**src/design/u8vlm_pkg.sv**
```systemverilog
// ----------------------------------------------------------------------------
// u8vlm_pkg
// Shared constants and nibble class tables for the UTF-8 validator.
// ----------------------------------------------------------------------------
package u8vlm_pkg;

    localparam int LANES_DEF  = 8;
    localparam int WORD_W     = 64;
    localparam int BYTE_CNT_W = 4;
    localparam int S_TDATA_W  = 72;   // data_word + byte_count, padded to bytes
    localparam int M_TDATA_W  = 16;   // lead_marks + error_so_far + stream_valid
    localparam int MARKS_W    = 8;

    localparam logic [7:0] CONT_MASK_BITS = 8'hC0;
    localparam logic [7:0] THIRD_MIN      = 8'hE0;
    localparam logic [7:0] FOURTH_MIN     = 8'hF0;
    localparam logic [7:0] NEED_CONT      = 8'h80;
    localparam logic [1:0] CONT_TAG       = 2'b10;

    // Class of the byte before the current one, by its high nibble.
    function automatic logic [7:0] lead_hi_class(input logic [3:0] nib);
        logic [7:0] r;
        case (nib)
            4'h8, 4'h9, 4'hA, 4'hB: r = 8'h80;
            4'hC:                   r = 8'h21;
            4'hD:                   r = 8'h01;
            4'hE:                   r = 8'h15;
            4'hF:                   r = 8'h49;
            default:                r = 8'h02;
        endcase
        return r;
    endfunction

    // Class of the byte before the current one, by its low nibble.
    function automatic logic [7:0] lead_lo_class(input logic [3:0] nib);
        logic [7:0] r;
        case (nib)
            4'h0:       r = 8'hE7;
            4'h1:       r = 8'hA3;
            4'h2, 4'h3: r = 8'h83;
            4'h4:       r = 8'h8B;
            4'hD:       r = 8'hDB;
            default:    r = 8'hCB;
        endcase
        return r;
    endfunction

    // Class of the current byte, by its high nibble.
    function automatic logic [7:0] next_hi_class(input logic [3:0] nib);
        logic [7:0] r;
        case (nib)
            4'h8:       r = 8'hE6;
            4'h9:       r = 8'hAE;
            4'hA, 4'hB: r = 8'hBA;
            default:    r = 8'h01;
        endcase
        return r;
    endfunction

endpackage

```
**src/design/u8vlm_front.sv**
```systemverilog
// ----------------------------------------------------------------------------
// u8vlm_front
// Accepts input words, clamps the count and classifies each lane on its own.
// ----------------------------------------------------------------------------
module u8vlm_front
    import u8vlm_pkg::*;
#(
    parameter int LANES = LANES_DEF,
    parameter int CNT_W = $clog2(LANES + 1),
    parameter int ENT_W = 2 * LANES * 8 + CNT_W + 1 + LANES
)
(
    input  logic                 s_axis_tvalid,
    output logic                 s_axis_tready,
    input  logic [S_TDATA_W-1:0] s_axis_tdata,
    input  logic                 s_axis_tlast,
    input  logic                 q_full,
    output logic                 q_push,
    output logic [ENT_W-1:0]     q_entry
);

    logic [WORD_W-1:0]     data_word;
    logic [BYTE_CNT_W-1:0] byte_count;
    logic [CNT_W-1:0]      cnt;
    logic [LANES*8-1:0]    lane_bytes;
    logic [LANES*8-1:0]    lane_class;
    logic [LANES-1:0]      marks;

    assign data_word  = s_axis_tdata[WORD_W-1:0];
    assign byte_count = s_axis_tdata[WORD_W +: BYTE_CNT_W];
    assign lane_bytes = data_word[LANES*8-1:0];

    assign cnt = (byte_count > BYTE_CNT_W'(LANES)) ? CNT_W'(LANES)
                                                   : byte_count[CNT_W-1:0];

    always_comb
    begin
        for (int k = 0; k < LANES; k++)
        begin
            lane_class[8*k +: 8] = next_hi_class(lane_bytes[8*k+4 +: 4]);
            marks[k] = (CNT_W'(k) < cnt) && (lane_bytes[8*k+6 +: 2] != CONT_TAG);
        end
    end

    assign s_axis_tready = !q_full;
    assign q_push        = s_axis_tvalid && !q_full;
    assign q_entry       = {lane_class, marks, s_axis_tlast, cnt, lane_bytes};

endmodule

```
**src/design/u8vlm_queue.sv**
```systemverilog
// ----------------------------------------------------------------------------
// u8vlm_queue
// Two-entry queue between the classify front and the checking back.
// ----------------------------------------------------------------------------
module u8vlm_queue
    import u8vlm_pkg::*;
#(
    parameter int ENT_W = 2 * LANES_DEF * 8 + 5 + LANES_DEF
)
(
    input  logic             clk,
    input  logic             rst_n,
    input  logic             push,
    input  logic [ENT_W-1:0] push_entry,
    output logic             full,
    input  logic             pop,
    output logic             head_valid,
    output logic [ENT_W-1:0] head_entry
);

    logic [ENT_W-1:0] mem [0:1];
    logic             wr_ptr_reg, wr_ptr_next;
    logic             rd_ptr_reg, rd_ptr_next;
    logic [1:0]       fill_reg, fill_next;

    always_ff @(posedge clk)
    begin
        if (push)
        begin
            mem[wr_ptr_reg] <= push_entry;
        end
    end

    always_comb
    begin
        wr_ptr_next = wr_ptr_reg ^ push;
        rd_ptr_next = rd_ptr_reg ^ pop;
        fill_next   = fill_reg + {1'b0, push} - {1'b0, pop};
    end

    always_ff @(posedge clk or negedge rst_n)
    begin
        if (!rst_n)
        begin
            wr_ptr_reg <= 1'b0;
            rd_ptr_reg <= 1'b0;
            fill_reg   <= 2'd0;
        end
        else
        begin
            wr_ptr_reg <= wr_ptr_next;
            rd_ptr_reg <= rd_ptr_next;
            fill_reg   <= fill_next;
        end
    end

    assign full       = fill_reg[1];
    assign head_valid = (fill_reg != 2'd0);
    assign head_entry = mem[rd_ptr_reg];

endmodule

```
**src/design/u8vlm_back.sv**
```systemverilog
// ----------------------------------------------------------------------------
// u8vlm_back
// Checks each lane against its three predecessors, keeps stream history and
// the sticky error, and holds the result in an output register.
// ----------------------------------------------------------------------------
module u8vlm_back
    import u8vlm_pkg::*;
#(
    parameter int LANES = LANES_DEF,
    parameter int CNT_W = $clog2(LANES + 1),
    parameter int ENT_W = 2 * LANES * 8 + CNT_W + 1 + LANES
)
(
    input  logic                 clk,
    input  logic                 rst_n,
    input  logic                 head_valid,
    input  logic [ENT_W-1:0]     head_entry,
    output logic                 pop,
    output logic                 m_axis_tvalid,
    input  logic                 m_axis_tready,
    output logic [M_TDATA_W-1:0] m_axis_tdata,
    output logic                 m_axis_tlast
);

    logic [LANES*8-1:0] lane_bytes;
    logic [CNT_W-1:0]   cnt;
    logic               last;
    logic [LANES-1:0]   marks;
    logic [LANES*8-1:0] lane_class;

    logic [7:0]  ext [0:LANES+2];
    logic [23:0] hist_new;
    logic        word_err;
    logic        unfinished;
    logic        err_out;

    logic [23:0]        hist_reg, hist_next;
    logic               err_reg, err_next;
    logic               out_valid_reg;
    logic [MARKS_W-1:0] marks_reg;
    logic               err_out_reg;
    logic               last_reg;
    logic               svalid_reg;

    assign {lane_class, marks, last, cnt, lane_bytes} = head_entry;

    assign pop = head_valid && (!out_valid_reg || m_axis_tready);

    always_comb
    begin
        logic [7:0] p1;
        logic [7:0] p2;
        logic [7:0] p3;
        logic [7:0] flags;
        logic [7:0] need;

        ext[0] = hist_reg[23:16];
        ext[1] = hist_reg[15:8];
        ext[2] = hist_reg[7:0];
        for (int k = 0; k < LANES; k++)
        begin
            ext[k+3] = lane_bytes[8*k +: 8];
        end

        word_err = 1'b0;
        for (int k = 0; k < LANES; k++)
        begin
            p1    = ext[k+2];
            p2    = ext[k+1];
            p3    = ext[k];
            flags = lead_hi_class(p1[7:4]) & lead_lo_class(p1[3:0])
                  & lane_class[8*k +: 8];
            need  = ((p2 >= THIRD_MIN) != (p3 >= FOURTH_MIN)) ? NEED_CONT : 8'h00;
            if ((CNT_W'(k) < cnt) && ((need ^ flags) != 8'h00))
            begin
                word_err = 1'b1;
            end
        end

        // history after this word: the three bytes ending at the last valid lane
        hist_new = hist_reg;
        for (int c = 1; c <= LANES; c++)
        begin
            if (cnt == CNT_W'(c))
            begin
                hist_new = {ext[c], ext[c+1], ext[c+2]};
            end
        end

        unfinished = (hist_new[7:0] >= CONT_MASK_BITS) || (hist_new[15:8] >= THIRD_MIN)
                  || (hist_new[23:16] >= FOURTH_MIN);
        err_out    = err_reg || word_err || (last && unfinished);
    end

    always_comb
    begin
        hist_next = hist_reg;
        err_next  = err_reg;
        if (pop)
        begin
            hist_next = last ? 24'h000000 : hist_new;
            err_next  = last ? 1'b0 : err_out;
        end
    end

    always_ff @(posedge clk or negedge rst_n)
    begin
        if (!rst_n)
        begin
            hist_reg      <= 24'h000000;
            err_reg       <= 1'b0;
            out_valid_reg <= 1'b0;
        end
        else
        begin
            hist_reg <= hist_next;
            err_reg  <= err_next;
            if (pop)
            begin
                out_valid_reg <= 1'b1;
            end
            else if (m_axis_tready)
            begin
                out_valid_reg <= 1'b0;
            end
        end
    end

    always_ff @(posedge clk)
    begin
        if (pop)
        begin
            marks_reg   <= MARKS_W'(marks);
            err_out_reg <= err_out;
            last_reg    <= last;
            svalid_reg  <= last && !err_out;
        end
    end

    assign m_axis_tvalid = out_valid_reg;
    assign m_axis_tlast  = last_reg;
    assign m_axis_tdata  = {6'b000000, svalid_reg, err_out_reg, marks_reg};

endmodule

```
**src/design/utf8_validate_lead_marks.sv**
```systemverilog
// ----------------------------------------------------------------------------
// utf8_validate_lead_marks
// UTF-8 stream validator with per-byte lead marks.
// ----------------------------------------------------------------------------
// Input stream (s_axis): one transfer per word of up to eight bytes, earliest
// byte in lane 0; tlast marks the final word of a stream. Output stream
// (m_axis): exactly one transfer per input transfer, in order, carrying the
// lead marks of the valid lanes, the sticky error flag and, on the last word
// (tlast), whether the whole stream was valid UTF-8.
// When the queue is empty, the word is classified and written into the
// two-entry queue, then checked against stream history and registered at the
// output. Throughput is one word per cycle while m_axis_tready stays high;
// the checking stage updates the three-byte history once per word.
// Reset clears the queue, the history (taken as ASCII) and the error flag;
// history and error also clear after every last word, starting a new stream.
// When the receiver stalls, the result holds in the output register, the
// queue fills, and s_axis_tready drops once both entries are taken.
// ----------------------------------------------------------------------------
module utf8_validate_lead_marks
    import u8vlm_pkg::*;
#(
    parameter int LANES = LANES_DEF
)
(
    input  logic                 clk,
    input  logic                 rst_n,
    input  logic                 s_axis_tvalid,
    output logic                 s_axis_tready,
    // [63:0] data_word, [67:64] byte_count, [71:68] zero
    input  logic [S_TDATA_W-1:0] s_axis_tdata,
    input  logic                 s_axis_tlast,   // last_word
    output logic                 m_axis_tvalid,
    input  logic                 m_axis_tready,
    // [7:0] lead_marks, [8] error_so_far, [9] stream_valid, [15:10] zero
    output logic [M_TDATA_W-1:0] m_axis_tdata,
    output logic                 m_axis_tlast    // end_of_stream
);

    localparam int CNT_W = $clog2(LANES + 1);
    localparam int ENT_W = 2 * LANES * 8 + CNT_W + 1 + LANES;

    logic             q_push;
    logic             q_full;
    logic             q_pop;
    logic             q_head_valid;
    logic [ENT_W-1:0] q_push_entry;
    logic [ENT_W-1:0] q_head_entry;

    u8vlm_front #(
        .LANES (LANES),
        .CNT_W (CNT_W),
        .ENT_W (ENT_W)
    ) u_front (
        .s_axis_tvalid (s_axis_tvalid),
        .s_axis_tready (s_axis_tready),
        .s_axis_tdata  (s_axis_tdata),
        .s_axis_tlast  (s_axis_tlast),
        .q_full        (q_full),
        .q_push        (q_push),
        .q_entry       (q_push_entry)
    );

    u8vlm_queue #(
        .ENT_W (ENT_W)
    ) u_queue (
        .clk        (clk),
        .rst_n      (rst_n),
        .push       (q_push),
        .push_entry (q_push_entry),
        .full       (q_full),
        .pop        (q_pop),
        .head_valid (q_head_valid),
        .head_entry (q_head_entry)
    );

    u8vlm_back #(
        .LANES (LANES),
        .CNT_W (CNT_W),
        .ENT_W (ENT_W)
    ) u_back (
        .clk           (clk),
        .rst_n         (rst_n),
        .head_valid    (q_head_valid),
        .head_entry    (q_head_entry),
        .pop           (q_pop),
        .m_axis_tvalid (m_axis_tvalid),
        .m_axis_tready (m_axis_tready),
        .m_axis_tdata  (m_axis_tdata),
        .m_axis_tlast  (m_axis_tlast)
    );

endmodule
```
**config.mk**
```make
export PLATFORM = sky130hd
export DESIGN_NAME = utf8_validate_lead_marks
export DESIGN_NICKNAME = d
export VERILOG_FILES = /design/src/design/u8vlm_pkg.sv /design/src/design/u8vlm_front.sv /design/src/design/u8vlm_queue.sv /design/src/design/u8vlm_back.sv /design/src/design/utf8_validate_lead_marks.sv
export SDC_FILE = /design/constraint.sdc
export NUM_CORES = 1
export LEC_CHECK = 0
export BUFFER_PORTS_ARGS = -buffer_cell sky130_fd_sc_hd__buf_2
export CAP_MARGIN = 20
export CORE_ASPECT_RATIO = 0.75
export CORE_UTILIZATION = 61
export CTS_BUF_LIST = sky130_fd_sc_hd__clkbuf_4 sky130_fd_sc_hd__clkbuf_8 sky130_fd_sc_hd__clkbuf_16
export DETAILED_ROUTE_END_ITERATION = 6
export PLACE_DENSITY = 0.8
export SLEW_MARGIN = 20
export SYNTH_ARGS = -nofsm -noshare
export SYNTH_HDL_FRONTEND = slang
export SYNTH_SLANG_ARGS = --single-unit
```
**constraint.sdc**
```tcl
create_clock -name clk -period 5.8 [get_ports clk]
set_clock_uncertainty 0.2 [all_clocks]
set_input_delay 1.45 -clock clk [delete_from_list [all_inputs] [get_ports clk]]
set_output_delay 1.45 -clock clk [all_outputs]
set_load 0.05 [all_outputs]
```
==> metrics <==
maximum VDD drop 292 uV; area of the multi-input gates 0.00493 sq mm; Initial Util 0.624; cell accounting for the most synthesized area edfxtp_1; crit-path cells buf_12 -> mux2i_1 -> nand2_1 -> a32oi_1 -> o22ai_1 -> nor4_1 -> nand4_1 -> a2111oi_2 -> buf_4 -> o21ai_0; required time of the critical path 5.89 ns; Worst Path Arrival 4.47 ns; Reg area 0.00839 sq mm; EDFF count, synth 261; Setup Viol. Count Final 0; unrepaired setup endpoints after global routing false; share of cells above drive strength 1 0.166; crit start category register; Area Overhead vs Synth 10.8%; Worst-path clk slew 0.06 ns; die footprint 0.0232 sq mm; Highest Clock Rate 228 MHz; IO Pins 96; slowest CP cell dfrtp_4; Max-cap violations 0; HP Class reg -> reg; synth top area cells edfxtp_1 (57%), mux2i_1 (5.6%), dfrtp_1 (4.0%), mux2_2 (2.2%), nor2_1 (2.1%); GRT overflow 0; Rows 47; Util after Layout 0.692; CTS Buffer Depth 3; pin slew with the least headroom to its limit 1.05 ns; first-pass GRT wire length 57200 um; Total Wirelength 37900 um; DIE WIDTH 176 um; Pwr per Cell Area 499 mW/mm^2; CTS Buf Count 27; Final Critical Period 4.38 ns; Mapped Area 0.0138 sq mm; NumNets Final 1246; Port Buffers 85; Sink Count 283; share of the synthesized area in the top cell type 0.568; antenna violations before repair 1; Residual DRC 0; crit path capture type register; ys async rst share 0.0777; vias 10100; crit path max fanout 76; CP max stage delay 0.92 ns; most used flip-flop cell after synthesis edfxtp_1; number of flip-flops in the largest register 250; TNS Setup 0 ns; RD Place Congestion 0.995; largest net degree at the start of global routing 77; reg-to-reg slack, setup 1.42 ns; count leader, synth edfxtp_1; vias in the first global route 9461; Layout fillers 1599; DR pass1 iterations 7; FF+latch count, synth 283; hold_buf cts 0; Die H 132 um; Iter 0 DRT Violations 1353; routed len/inst 25.6 um; status complete, no violations; Rel. slew slack 0.289; Seq/Total Area, Yosys 0.608; Clk Latency, worst-skew pair 0.56 ns; setup bufs post-CTS 0; GRT Util Overall 0.329; hpwl dp 26700 um; max-slew violations 0; top cells by count, synth edfxtp_1 (261), mux2i_1 (77), nor2_1 (77), nand2_1 (59), a21oi_1 (45); Core Region 0.0221 sq mm; kind of cell adding the most delay to the critical path compound AO/OA/AOI/OAI gates; post-route ant nets 0; Fin. Hold Viols 0; H-tree Lvls 1; post-cts resize count 0; post-synthesis cell count 1089; synth unique cells 85; Clock Tree Root clkbuf_16; fin crit share 0.756; CP bufs+invs 2; vias per cell 6.81; LEAKAGE 5.46 nW; worst setup path class reg -> reg; CTS tree built; Ys Warns 0; Avg Inst Size Synth 12.7 sq um
[final timing paths]
kind	start	depth (start not counted)	end
worst max-delay path	u_queue.rd_ptr_reg	10	u_back.err_out_reg
worst min-delay path	u_queue.fill_reg[0]	2	u_back.m_axis_tvalid
worst max register to register	u_queue.rd_ptr_reg	10	u_back.err_out_reg
worst min register to register	u_queue.fill_reg[0]	2	u_back.m_axis_tvalid
max in group asynchronous	rst_n	1	u_queue.rd_ptr_reg
min in group asynchronous	rst_n	1	u_back.m_axis_tvalid
[where the power goes]
part / total (mW) / switching [mW] / internal [mW]
clock: 1.73 / 0.754 / 0.974
sequential: 3.05 / 0.335 / 2.71
combinational: 2.86 / 1.86 / 0.999
total: 7.63 / 2.95 / 4.68
[cells in the final DEF (no fill, tap or decap), drive strengths merged, types with 16 or more instances in the layout]
cell and instances:
nand2 60, nor2b 23, nand3 22, dfrtp 22, mux2 27, a21oi 46, o22ai 30, nor2 77
inv 35, edfxtp 261, nor3 31, nand2b 16, o21ai 44, buf 103, clkbuf 31, mux2i 79
[final cells by class]
cell class | count | area share
antenna | 1 | 0.000164
multi-input combinational | 716 | 0.323
inverter | 34 | 0.00835
clock inverter | 17 | 0.0103
tap | 294 | 0.0241
clock buffer | 31 | 0.0466
sequential | 283 | 0.549
timing repair buffer | 103 | 0.0391
[per-layer routing]
metal / GRT usage / routed length (um) / up-vias
met5: 0 / 0 / -
li1: - / - / 4421
met2: 0.476 / 16600 / 602
met1: 0.509 / 16200 / 4974
met3: 0.0718 / 4210 / 73
met4: 0.0768 / 867 / 0
[through the flow]
step	area (sq um)	power (mW)	hold WS, ns	std cells	setup slack [ns]
floorplan	13800	5.06	0.270	1094	0.490
global placement	14400	5.79	0.280	1430	1.62
detailed placement	14400	5.84	0.317	1430	1.57
CTS	15300	7.56	0.333	1478	1.55
global route	15300	7.92	0.363	1478	1.27
finish	15300	7.63	0.334	1479	1.42
[kinds of logic (layout without fill, tap and decap cells)]
logic type               count (synthesis)  in the layout  synth area share
other                                    1              7          0.000272
multiplexers                           106            106            0.0799
AO/OA/AOI/OAI                          265            265             0.135
XOR/XNOR                                13             13           0.00925
flip-flops                             283            283             0.608
AND/OR/NAND/NOR                        322            322             0.126
adder cells (fa/ha/maj)                  4              4           0.00363
buffers and inverters                   95            185            0.0375
[tightest hold or removal path, stage by stage, from the launching register on]
cell	delay (ns)
dfrtp_1	0.34
inv_1	0.07
nand3_1	0.09
No activity file was read; power rests on OpenSTA's default activity.
